<file path="config.mk">
export PLATFORM = sky130hd
export DESIGN_NAME = dltq_alu
export DESIGN_NICKNAME = d
export VERILOG_FILES = /design/src/rtl/core/dltq_pkg.sv /design/src/rtl/core/dltq_alu.sv
export SDC_FILE = /design/constraint.sdc
export NUM_CORES = 1
export LEC_CHECK = 0
export ABC_AREA = 1
export BUFFER_PORTS_ARGS = -buffer_cell sky130_fd_sc_hd__buf_2
export CORE_AREA = 5 5 88 82
export DETAILED_ROUTE_END_ITERATION = 12
export DIE_AREA = 0 0 93 87
export PLACE_DENSITY = 0.78
export SYNTH_ARGS = -nofsm -noshare
export SYNTH_HDL_FRONTEND = slang
export SYNTH_SLANG_ARGS = --single-unit
</file>
<file path="constraint.sdc">
create_clock -name vclk -period 7.85
set_input_delay 1.57 -clock vclk [all_inputs]
set_output_delay 1.57 -clock vclk [all_outputs]
set_load 0.02 [all_outputs]
</file>
<file path="src/rtl/core/dltq_pkg.sv">
// Shared types and constants of the delta list timer queue.
// Used by dltq_alu, dltq_scale and delta_list_timer_queue.
`default_nettype none

package dltq_pkg;

	localparam int NUM_TIMERS  = 16;
	localparam int MAX_RESULTS = 16;

	localparam int IDX_W = $clog2(NUM_TIMERS);
	localparam int LEN_W = $clog2(NUM_TIMERS + 1);
	localparam int CNT_W = $clog2(MAX_RESULTS + 1);

	localparam int CMD_W    = 2;
	localparam int ID_W     = 4;
	localparam int DELAY_W  = 32;
	localparam int DELTA_W  = 32;
	localparam int RATE_W   = 16;
	localparam int STATUS_W = 2;
	localparam int PROD_W   = RATE_W + DELAY_W;

	localparam int PADDR_W = 3;
	localparam int PDATA_W = 32;

	localparam int MS_PER_SECOND = 1000;
	localparam int REM_W         = $clog2(MS_PER_SECOND);

	localparam logic [RATE_W-1:0]  RATE_RESET   = RATE_W'(32 * 1024);
	localparam logic [DELAY_W-1:0] MAX_DELAY_MS = DELAY_W'((64'hFFFF_FFFF >> 15) * 64'd1000);

	localparam logic [PADDR_W-3:0] REG_TICK_RATE = '0;

	typedef enum logic [CMD_W-1:0] {
		CMD_ADD    = 2'd0,
		CMD_DELETE = 2'd1,
		CMD_TICK   = 2'd2
	} cmd_t;

	typedef enum logic [STATUS_W-1:0] {
		ST_OK         = 2'd0,
		ST_QUEUED     = 2'd1,
		ST_TOO_LONG   = 2'd2,
		ST_NOT_QUEUED = 2'd3
	} status_t;

	typedef enum logic {
		KIND_ACK    = 1'b0,
		KIND_EXPIRY = 1'b1
	} kind_t;

	typedef enum logic {
		ALU_SUB_SAT = 1'b0,
		ALU_ADD_SAT = 1'b1
	} alu_op_t;

	typedef logic [IDX_W-1:0] idx_t;
	typedef logic [LEN_W-1:0] len_t;
	typedef logic [CNT_W-1:0] cnt_t;

	typedef struct packed {
		alu_op_t            op;
		logic [DELTA_W-1:0] a;
		logic [DELTA_W-1:0] b;
	} alu_req_t;

	typedef struct packed {
		logic [DELTA_W-1:0] y;
		logic               carry;
	} alu_rsp_t;

	typedef struct packed {
		logic [ID_W-1:0]    id;
		logic [DELTA_W-1:0] delta;
	} entry_t;

endpackage

`default_nettype wire

</file>
<file path="src/rtl/core/dltq_alu.sv">
// Shared delta unit: one adder doing saturating subtract or saturating add.
// Depends on dltq_pkg.
`default_nettype none

module dltq_alu import dltq_pkg::*; (
	input  alu_req_t req,
	output alu_rsp_t rsp
);

	logic             sub;
	logic [DELTA_W:0] sum;

	assign sub = (req.op == ALU_SUB_SAT);
	assign sum = {1'b0, req.a} + {1'b0, (sub ? ~req.b : req.b)} + (DELTA_W + 1)'(sub);

	always_comb begin
		rsp.carry = sum[DELTA_W];
		unique case (req.op)
			ALU_SUB_SAT: rsp.y = sum[DELTA_W] ? sum[DELTA_W-1:0] : '0;
			ALU_ADD_SAT: rsp.y = sum[DELTA_W] ? '1 : sum[DELTA_W-1:0];
			default:     rsp.y = sum[DELTA_W-1:0];
		endcase
	end

endmodule

`default_nettype wire

</file>
## After elaboration in Yosys (flattened, before gate mapping)

Index checks and enable logic that the tools add are counted.
W data, S select, Z words.

- Word-level logic and storage cells: 8
- Register bits: 0
- Output and inout bits: 33
- Input port bits: 65

- Muxes and demuxes: 4
- $add $sub $neg: 2
- Bitwise operators: 2

Operators by type and width:

| kind | number |
|---|---|
| $mux W32 | 3 |
| $pmux W32 S2 | 1 |
| $add A32 B32 Y33 | 1 |
| $add A33 B1 Y33 | 1 |
| $not A32 Y32 | 1 |
| $not A1 Y1 | 1 |

## Logic depth before layout (Yosys ltp)

- Depth after elaboration: 6
- Mapped depth: 17
- Mapped depth without buffers: 16

## Least setup slack after synthesis

OpenSTA, ideal clock, no wires.

- Path type: input to output
- Start point: input req[64] (netlist bit)
- End point: output rsp[15] (netlist bit)
- Stages: 14
- Data arrival time: 3702 ps
- Setup slack: 2578 ps
- Buffers on the path: 2
- Required time: 6280 ps
- Path through: buf_4 > buf_2 > xnor2_1 > ha_1 > nand2_2 > nor2_4 > inv_2 > nor2_1 > nand2_1 > nand2_2 > nand2_2 > nand2_4 > nor2_8 > o21ai_0

RTL lines:

| item | RTL line | RTL |
|---|---|---|
| from (decl) | dltq_alu.sv:6 | `input alu_req_t req,` |
| to (decl) | dltq_alu.sv:7 | `output alu_rsp_t rsp` |

==> summary.md <==
| Metric | Value |
|---|---|
| Status | `finished clean` |
| Routed vias/inst | `5.11` |
| Hold WS | `3.60 ns` |
| Standard-cell rows | `28` |
| Synthesis-to-layout area growth | `16.8%` |
| RSZ-0062 raised after global routing | `no` |
| Vias in the first global route | `3571` |
| Total power | `~0.5 mW` |
| Routed Antenna Nets | `0` |
| Max-slew violations | `0` |
| Core box area | `6310 um^2` |
| Compound-Gate Fraction of Synth Area | `0.119` |
| Footprint of the multi-input gates | `~2600 um^2` |
| Crit. End Element | `primary output` |
| Simple-Gate Fraction of Synth Area | `0.452` |
| Pwr Density | `around 140 nW/um^2` |
| Worst Path Max Fanout | `35` |
| Initial DRC count | `199` |
| Worst Tran Pin Value | `1.13 ns` |
| Crit path time final | `6.31 ns` |
| Reg area | `0 um^2` |
| Synth Net Count | `666` |
| Drt drc | `0` |
| Max-Slew Margin vs Limit | `0.249` |
| Top Ports | `98` |
| Post_cts resized | `0` |
| Finished Core Util | `0.557` |
| Peak Freq | `approximately 160 MHz` |
| CLK BUF | `0` |
| Slowest CP cell | `buf_2` |
| Layout sequential cell count | `0` |
| Initial antenna violation count | `0` |
| Final Hold Fails | `0` |
| Largest family of logic cells by synthesized area | `simple AND/OR/NAND/NOR gates` |
| Non-Filler Instances | `730` |
| Pre-antenna DRT Iters | `5` |
| Fillers | `658` |
| Crit path max-delay family | `buffers and inverters` |
| Final Cycle Share | `0.804` |
| Routed WL | `slightly below 10 mm` |
| Worst setup SP type | `input port` |
| Max cap viols | `0` |
| Cells after Synth | `566` |
| Nets | `757` |
| Largest net degree at the start of global routing | `36` |
| Wire per inst | `13.4 um` |
| Starting Density | `0.477` |
| Lkg Pwr | `approximately 2.1 nW` |
| Seq/Total Area, Yosys | `0` |
| WP buf/inv | `3` |
| Share of layout cells above drive strength 1 | `0.192` |
| Vias | `about 3700` |
| Die Y | `87 um` |
| HPWL after DPL | `8.41 mm` |
| Cells along the critical path | `buf_2 > xor2_1 > fa_1 > nor2_1 > o21ai_1 > nand2_2 > nand2_1 > nand2_2 > nand2_2 > nand2_4 > nand2_4 > inv_1 > nor2_1 > nor2_2 > buf_2` |
| Crit-path max cell delay | `0.83 ns` |
| CTS Hold Bufs | `0` |
| N_diodes | `0` |
| Input/output buffers | `98` |
| First-pass GRT wire length | `15.7 mm` |
| Arrival time at the worst endpoint | `roughly 4.7 ns` |
| Mux contribution to synthesized area | `0` |
| Crit path top cell by count | `nand2_2` |
| Avg Cell Area, Syn | `5.31 um^2` |
| XOR/XNOR Fraction of Synth Area | `0.134` |
| Post-Synth Adder-Cell Area | `0.148` |
| Placer Congestion | `0.963` |
| Die Area | `about 8100 um^2` |
| Die W | `93 um` |
| Setup Crit Path Kind | `in -> out` |
| Setup violators final | `0` |
| Synth unique cells | `31` |
| Crit path required time | `6.28 ns` |
| Final setup TNS | `0 ns` |
| Placed cell count | `730` |
| GRT overflow | `0` |
| Synth Cell Area | `3010 um^2` |
| Min-delay worst type | `in -> out` |
| Count of warnings emitted by yosys | `0` |
| Worst IR Drop VDD | `0.0000752 V` |
| Postcts setup bufs | `0` |
| Gr usage total | `0.234` |
layout make-up:
cell class / instances / share of cell area
multi-input cells: 461 / 0.731
repair buffers: 98 / 0.140
inverters: 96 / 0.103
well taps: 75 / 0.0267
cells in the mapped netlist:
master      n  area share
nor2_4      1      0.0037
nand2_1   203        0.25
o21ai_1     3      0.0050
a21oi_4     1      0.0054
or2_2       1      0.0021
xnor2_1    44        0.13
ha_1       34        0.14
nand3b_1    5       0.012
buf_4       2      0.0050
nor2_8      1      0.0067
o21ai_0    15       0.025
o21bai_1    4       0.010
nor4_1      1      0.0021
nand2_2     6       0.012
inv_2       1      0.0012
nand2_4     2      0.0075
a21oi_1    27       0.045
nor3_1      6       0.010
nand4_1     3      0.0062
nand3_1    39       0.065
o21ai_2     7       0.020
buf_2       3      0.0050
nand3b_2    1      0.0037
a21oi_2     3      0.0087
buf_8       1      0.0050
inv_1      95        0.12
nor2_2      4      0.0083
fa_1        1      0.0067
xor2_1      2      0.0058
buf_6       3       0.011
nor2_1     47       0.059
through the flow:
step	cell area (um^2)	worst slack (ns)
floorplan	3010	2.58
detailed placement	3510	1.55
global route	3510	1.29
CTS	3510	1.54
finish	3510	1.54
global placement	3510	1.73
final timing paths:
path | depth (start not counted) | start | to
worst min-delay path | 6 | req[32] | rsp[1]
worst max-delay path | 15 | req[64] | rsp[22]
where the power goes:
part | internal, mW | switching (mW)
clock | 0 | 0
sequential | 0 | 0
combinational | 0.173 | 0.316
placed cells by master (no fill, tap or decap), drive strengths merged:
cell	synthesis	final
xor2	2	2
fa	1	1
nand3b	6	6
o21bai	4	4
nand2	211	211
nand3	39	39
buf	9	98
o21ai	25	25
nor4	1	1
nor2	53	53
a21oi	31	31
nor3	6	6
nand4	3	3
ha	34	34
inv	96	96
xnor2	44	44
or2	1	1
routing by layer:
metal / up-vias / GRT usage / part of all wire
li1: 1942 / - / -
met1: 1661 / 0.329 / 0.48
met2: 117 / 0.395 / 0.44
met3: 9 / 0.0164 / 0.063
met4: 0 / 0.0426 / 0.010
met5: - / 0 / 0
cells by family after synthesis:
family,count (synthesis)
and+or+nand+nor,320
buffers and inverters,105
AOI/OAI and AO/OA,60
xor gates and xnor gates,46
adders and majority gates,35
worst min-delay path: cells and delay by family:
kind,cells,cell delay (ns)
compound gates,1,0.07
buf+inv,3,0.27
simple gates,2,0.12
Power figures use the tool's default switching activity.
