<file path="src/rtl/core/dltq_pkg.sv">
// Shared types and constants of the delta list timer queue.
// Used by dltq_alu, dltq_scale and delta_list_timer_queue.
`default_nettype none

package dltq_pkg;

	localparam int NUM_TIMERS  = 16;
	localparam int MAX_RESULTS = 16;

	localparam int IDX_W = $clog2(NUM_TIMERS);
	localparam int LEN_W = $clog2(NUM_TIMERS + 1);
	localparam int CNT_W = $clog2(MAX_RESULTS + 1);

	localparam int CMD_W    = 2;
	localparam int ID_W     = 4;
	localparam int DELAY_W  = 32;
	localparam int DELTA_W  = 32;
	localparam int RATE_W   = 16;
	localparam int STATUS_W = 2;
	localparam int PROD_W   = RATE_W + DELAY_W;

	localparam int PADDR_W = 3;
	localparam int PDATA_W = 32;

	localparam int MS_PER_SECOND = 1000;
	localparam int REM_W         = $clog2(MS_PER_SECOND);

	localparam logic [RATE_W-1:0]  RATE_RESET   = RATE_W'(32 * 1024);
	localparam logic [DELAY_W-1:0] MAX_DELAY_MS = DELAY_W'((64'hFFFF_FFFF >> 15) * 64'd1000);

	localparam logic [PADDR_W-3:0] REG_TICK_RATE = '0;

	typedef enum logic [CMD_W-1:0] {
		CMD_ADD    = 2'd0,
		CMD_DELETE = 2'd1,
		CMD_TICK   = 2'd2
	} cmd_t;

	typedef enum logic [STATUS_W-1:0] {
		ST_OK         = 2'd0,
		ST_QUEUED     = 2'd1,
		ST_TOO_LONG   = 2'd2,
		ST_NOT_QUEUED = 2'd3
	} status_t;

	typedef enum logic {
		KIND_ACK    = 1'b0,
		KIND_EXPIRY = 1'b1
	} kind_t;

	typedef enum logic {
		ALU_SUB_SAT = 1'b0,
		ALU_ADD_SAT = 1'b1
	} alu_op_t;

	typedef logic [IDX_W-1:0] idx_t;
	typedef logic [LEN_W-1:0] len_t;
	typedef logic [CNT_W-1:0] cnt_t;

	typedef struct packed {
		alu_op_t            op;
		logic [DELTA_W-1:0] a;
		logic [DELTA_W-1:0] b;
	} alu_req_t;

	typedef struct packed {
		logic [DELTA_W-1:0] y;
		logic               carry;
	} alu_rsp_t;

	typedef struct packed {
		logic [ID_W-1:0]    id;
		logic [DELTA_W-1:0] delta;
	} entry_t;

endpackage

`default_nettype wire

</file>
<file path="src/rtl/core/dltq_scale.sv">
// Millisecond to tick conversion: one multiply, then a divide by 1000 taken one
// 16-bit chunk at a time by reciprocal multiplication. Depends on dltq_pkg.
`default_nettype none

module dltq_scale import dltq_pkg::*; (
	input  logic               clk,
	input  logic               arst_n,
	input  logic               start,
	input  logic [RATE_W-1:0]  rate,
	input  logic [DELAY_W-1:0] ms,
	output logic               done,
	output logic [DELTA_W-1:0] ticks
);

	localparam int CHUNK_W    = 16;
	localparam int NUM_CHUNKS = PROD_W / CHUNK_W;
	localparam int NUM_STEPS  = 2 * NUM_CHUNKS;
	localparam int STEP_W     = $clog2(NUM_STEPS);
	localparam int X_W        = REM_W + CHUNK_W;
	localparam int RECIP_SH   = X_W + REM_W;
	localparam int RECIP_W    = X_W + 1;
	localparam int RECIP_P_W  = X_W + RECIP_W;
	localparam logic [RECIP_W-1:0] RECIP = RECIP_W'(((64'd1 << RECIP_SH)
		+ 64'(MS_PER_SECOND) - 64'd1) / 64'(MS_PER_SECOND));
	localparam logic [X_W-1:0] DIVISOR = X_W'(MS_PER_SECOND);

	logic [PROD_W-1:0]    quo_q;
	logic [REM_W-1:0]     rem_q;
	logic [CHUNK_W-1:0]   dig_q;
	logic [STEP_W-1:0]    step_q;
	logic                 busy_q;
	logic                 done_q;
	logic [X_W-1:0]       x;
	logic [RECIP_P_W-1:0] recip_p;
	logic [X_W-1:0]       back;

	assign x       = {rem_q, quo_q[PROD_W-1 -: CHUNK_W]};
	assign recip_p = {{RECIP_W{1'b0}}, x} * {{X_W{1'b0}}, RECIP};
	assign back    = X_W'(dig_q) * DIVISOR;

	always_ff @(posedge clk or negedge arst_n) begin
		if (!arst_n) begin
			busy_q <= 1'b0;
			done_q <= 1'b0;
			step_q <= '0;
		end else if (start) begin
			busy_q <= 1'b1;
			done_q <= 1'b0;
			step_q <= '0;
		end else if (busy_q) begin
			step_q <= step_q + STEP_W'(1);
			if (step_q == STEP_W'(NUM_STEPS - 1)) begin
				busy_q <= 1'b0;
				done_q <= 1'b1;
			end
		end else begin
			done_q <= 1'b0;
		end
	end

	always_ff @(posedge clk) begin
		if (start) begin
			quo_q <= {{DELAY_W{1'b0}}, rate} * {{RATE_W{1'b0}}, ms};
			rem_q <= '0;
		end else if (busy_q) begin
			if (!step_q[0]) begin
				dig_q <= recip_p[RECIP_SH +: CHUNK_W];
			end else begin
				rem_q <= REM_W'(x - back);
				quo_q <= {quo_q[PROD_W-CHUNK_W-1:0], dig_q};
			end
		end
	end

	// saturate a quotient that does not fit a delta
	assign ticks = (|quo_q[PROD_W-1:DELTA_W]) ? '1 : quo_q[DELTA_W-1:0];
	assign done  = done_q;

endmodule

`default_nettype wire

</file>
<file path="config.mk">
export PLATFORM = sky130hd
export DESIGN_NAME = dltq_scale
export DESIGN_NICKNAME = d
export VERILOG_FILES = /design/src/rtl/core/dltq_pkg.sv /design/src/rtl/core/dltq_scale.sv
export SDC_FILE = /design/constraint.sdc
export NUM_CORES = 2
export LEC_CHECK = 0
export BUFFER_PORTS_ARGS = -buffer_cell sky130_fd_sc_hd__buf_4
export CAP_MARGIN = 20
export CORE_MARGIN = 1
export CORE_UTILIZATION = 55
export CTS_CLUSTER_SIZE = 24
export DETAILED_ROUTE_END_ITERATION = 8
export GPL_ROUTABILITY_DRIVEN = 0
export GPL_TIMING_DRIVEN = 0
export HOLD_SLACK_MARGIN = 0.05
export PLACE_DENSITY = 0.81
export SYNTH_ARGS = -nofsm -noshare
export SYNTH_HDL_FRONTEND = slang
export SYNTH_SLANG_ARGS = --single-unit
</file>
<file path="constraint.sdc">
create_clock -name clk -period 15.3 [get_ports clk]
set_input_delay 1.53 -clock clk [delete_from_list [all_inputs] [get_ports clk]]
set_output_delay 1.53 -clock clk [all_outputs]
set_load 0.05 [all_outputs]
</file>
Word level (Yosys, flattened, before mapping)
Index checks and enable logic that the tools add are counted.
{"block": "op_classes", "addsub": 2, "multipliers": 3, "n_eq_ne": 2, "mux": 12, "bitwise": 2, "n_reduce_logical": 6}
{"op": "$mux W48", "n": 3}
{"op": "$mul A26 B27 Y52 const B", "n": 1}
{"op": "$mul A16 B32 Y48", "n": 1}
{"op": "$mux W32", "n": 1}
{"op": "$mul A16 B7 Y7 const B", "n": 1}
{"op": "$reduce_or A16 Y1", "n": 1}
{"op": "$sub A10 B10 Y10", "n": 1}
{"op": "$mux W1", "n": 6}
{"op": "$mux W3", "n": 2}
{"op": "$reduce_and A2 Y1", "n": 2}
{"op": "$reduce_bool A2 Y1", "n": 2}
{"op": "$add A3 B1 Y3 const B", "n": 1}
{"op": "$eq A3 B3 Y1 const B", "n": 1}
{"op": "$ne A3 B2 Y1 const B", "n": 1}
{"op": "$reduce_and A3 Y1", "n": 1}
{"op": "$not A1 Y1", "n": 2}
{"block": "totals", "regBits": 79, "input_bits": 51, "output_inout_bits": 33, "word_cells": 33}

Depth between registers and ports, before layout
{"block": "depth", "ltp_word": 4, "depth_mapped": 24, "mapped_depth_nobuf": 24}

Worst setup path after synthesis
No wires, ideal clock.
{"block": "synth_path", "kind": "input to register", "from": "input ms[18]", "to": "register quo_q[42], data pin", "setup_time_ps": 267, "t_arrival_ps": 7027, "required_ps": 15033, "path_slack_ps": 8006, "stages": 22, "cell_sequence": "clkbuf_1 nand2_1 fa_1 fa_1 fa_1 inv_1 fa_1 fa_1 inv_1 fa_1 inv_1 ha_1 buf_6 a21o_1 a21oi_1 nor2b_1 or4_4 o211ai_2 nand2_2 a221oi_1 nor3_1 nand4b_1"}
{"block": "synth_between", "elab_chain_cells": 2}
{"element": "start: declaration", "line": "dltq_scale.sv:10", "source": "input logic [DELAY_W-1:0] ms,"}
{"element": "$mul A16 B32 Y48", "line": "dltq_scale.sv:63", "source": "quo_q <= {{DELAY_W{1'b0}}, rate} * {{RATE_W{1'b0}}, ms};"}
{"element": "$mux W48", "line": "dltq_scale.sv:62", "source": "if (start) begin"}
{"element": "end signal: assignment", "line": "dltq_scale.sv:63"}
{"element": "end signal: assignment", "line": "dltq_scale.sv:70", "source": "quo_q <= {quo_q[PROD_W-CHUNK_W-1:0], dig_q};"}
{"element": "end: declaration", "line": "dltq_scale.sv:27", "source": "logic [PROD_W-1:0] quo_q;"}
Every way passes these cells.
A chain may end at the register's enable or synchronous reset.

Final worst setup path
{"block": "layout_path", "from": "input rate[7]", "to": "register quo_q[45], data pin"}
{"block": "layout_between", "elab_chain_cells": 2}
{"element": "start: declaration", "line": "dltq_scale.sv:9", "source": "input logic [RATE_W-1:0] rate,"}
{"element": "$mul A16 B32 Y48", "line": "dltq_scale.sv:63"}
{"element": "$mux W48", "line": "dltq_scale.sv:62"}
Every way passes these cells.

==> results.tsv <==
metric	value	unit
syn_to_final_growth	6.148	%
dp_slack	6783	ps
drtPass1Iterations	6	
rr_worst_depth	21	
worstPathCellList	buf_4, clkbuf_1, nand2_1, fa_1, inv_1, fa_1, fa_1, fa_1, fa_1, inv_1, fa_1, inv_1, ha_1, nand2_1, o21ai_1, and4_2, o211ai_1, a21oi_1, nor2_2, o31ai_2, o21ai_0, a221o_1	
post_cts_resized	0	
viasPerCell	5.616	
synth.cell_area	29860	sq um
path_class	input port to flip-flop	
synthCells	3155	
final_nets	4350	
yosys.area.top_type	fa_1	
cts_buffer_depth	2	
cts_made_buffers	9	
drt_wl_total	78050	um
syn_avg_cell_area	9.463	sq um
reg2reg_from	quo_q[47]	
core	53710	sq um
max-slew-margin-rel	38.01	%
cpPeakStageDelay	680	ps
grt_pass1_wl	126100	um
regArea	2247	sq um
initial_core_util	55.59	%
clkLatencyLatePin	330	ps
grt_use_total	29.59	%
drive_gt1_share	4.883	%
cap_violations	0	
hp-class	flip-flop to flip-flop	
worst_pin_slew	929.9	ps
crit_path_start	rate[7]	
cp.arrival	8400	ps
drtIter0Drc	1610	
worstPathRequired	15380	ps
ys.warnings.count	0	
post-route-util	59.01	%
finalCritPeriodShare	54.36	%
ant_nets	0	
finalHoldViolations	0	
antenna_found_initial	1	
post_cts_buffers	0	
synthTopCellsByArea	fa_1 (43%), ha_1 (17%), inv_1 (11%)	
yosysMostFrequentCell	inv_1	
ios	84	
die-area	55220	sq um
overflow	0	
die_h	235.0	um
fin_skew	7.407	ps
synth_common_cells	inv_1 (859), fa_1 (634), ha_1 (414)	
report.final.slew_viol_count	0	
multi_input_area	23990	sq um
fill_cells	4348	
die_x	235.0	um
cts_tree	done	
place_hpwl	66930	um
wl_per_cell	19.74	um
min_path_cells	1	
rows	85	
synth_top_flop_cell	edfxtp_1	
post-route-min-period	8317	ps
fin_setup_tns	0	ps
ys_types	71	
hold_start	quo_q[3]	
drc_errors	0	
start_kind	input port	
crit_path_end_kind	flip-flop	
synth.top_cell.area_share	42.51	%
cpMaxStageDelayCell	clkbuf_1	
path_common_cell	fa_1	
fmax	120.2	MHz
via_count	22202	
worstPathMaxFanout	10	
cts_hold_buf	0	
setup_viol	0	
ys_seq_area_share	7.527	%
outcome	finished, final reports clean	
rsz0062_at_grt	no	
synth-seq-cells	79	
grt_max_degree	39	
fin_ws	6983	ps
clk_pin_slew_worst_paths	60	ps
synthesis.nets	4254	
portBuffers	83	
async_flop_share	6.329	%
root_buffer	clkbuf_16	
grt_pass1_vias	24126	
htreeDepth	3	
synth_edf_count	64	
cts.sinks	79	
worst paths after layout:
path                                   to  slack [ps]
worst max-delay path            quo_q[45]        6980
worst min-delay path            quo_q[19]         570
worst max register to register  dig_q[15]        7760
worst min register to register  quo_q[19]         570
max in group asynchronous       step_q[0]       14180
min in group asynchronous          busy_q        1000
flip-flops by register name, summed over array words and instances (netlist names):
register / cells
quo_q: 48
done: 1
step_q: 3
rem_q: 10
dig_q: 16
busy_q: 1
metrics by stage:
stage	cells	hold slack (ps)	area, sq um
CTS	3952	563.9	31690
global route	3952	576.1	31690
detailed placement	3936	559.3	31380
floorplan	3155	514.4	29860
finish	3953	566.5	31690
global placement	3934	546.5	31350
cells by family (layout without fill, tap and decap cells):
kind of cell	after synthesis	after routing	synth area share, %
and+or+nand+nor	736	736	12.01
adders and majority gates	1048	1048	59.86
muxes	34	34	1.295
xor gates and xnor gates	67	67	1.965
buffers and inverters	960	1061	12.12
other	0	1	0
DFF	79	79	7.527
AOI/OAI and AO/OA	231	231	5.222
cell usage in the layout, fill, tap and decap left out, drive strengths merged, types with 35 or more instances in the layout:
cell type  netlist  final
buf              3     88
a21o            35     35
nor2            42     42
o21ai           40     40
fa             634    634
nand2          365    365
inv            859    859
and2           213    213
nand2b          37     37
ha             414    414
xnor2           48     48
edfxtp          64     64
a21oi           70     70
clkbuf          98    109
metal layers:
layer | wire [um] | GRT usage, %
met5 | 0 | 0
met4 | 4753 | 15.75
met3 | 8241 | 6.356
met2 | 35720 | 47.79
met1 | 29330 | 37.40
layout make-up:
class,instances,share of cell area (%)
antenna,1,0.007896
sequential,79,7.091
clock inverter,5,0.2290
multi-input combinational,2116,75.70
timing repair buffer,85,2.065
tap,696,2.748
buffer,101,1.248
clock buffer,11,0.7343
inverter,859,10.17
critical path, delay by kind of cell:
kind                     cells  cell delay [ps]
AND/OR/NAND/NOR              4              720
adder cells (fa/ha/maj)      7             3510
buffers and inverters        5              970
AO/OA/AOI/OAI                6             1640
Power is left out: the tool's default activity adds up to more than one toggle a clock period on the data nets, which glitch-free logic cannot reach.
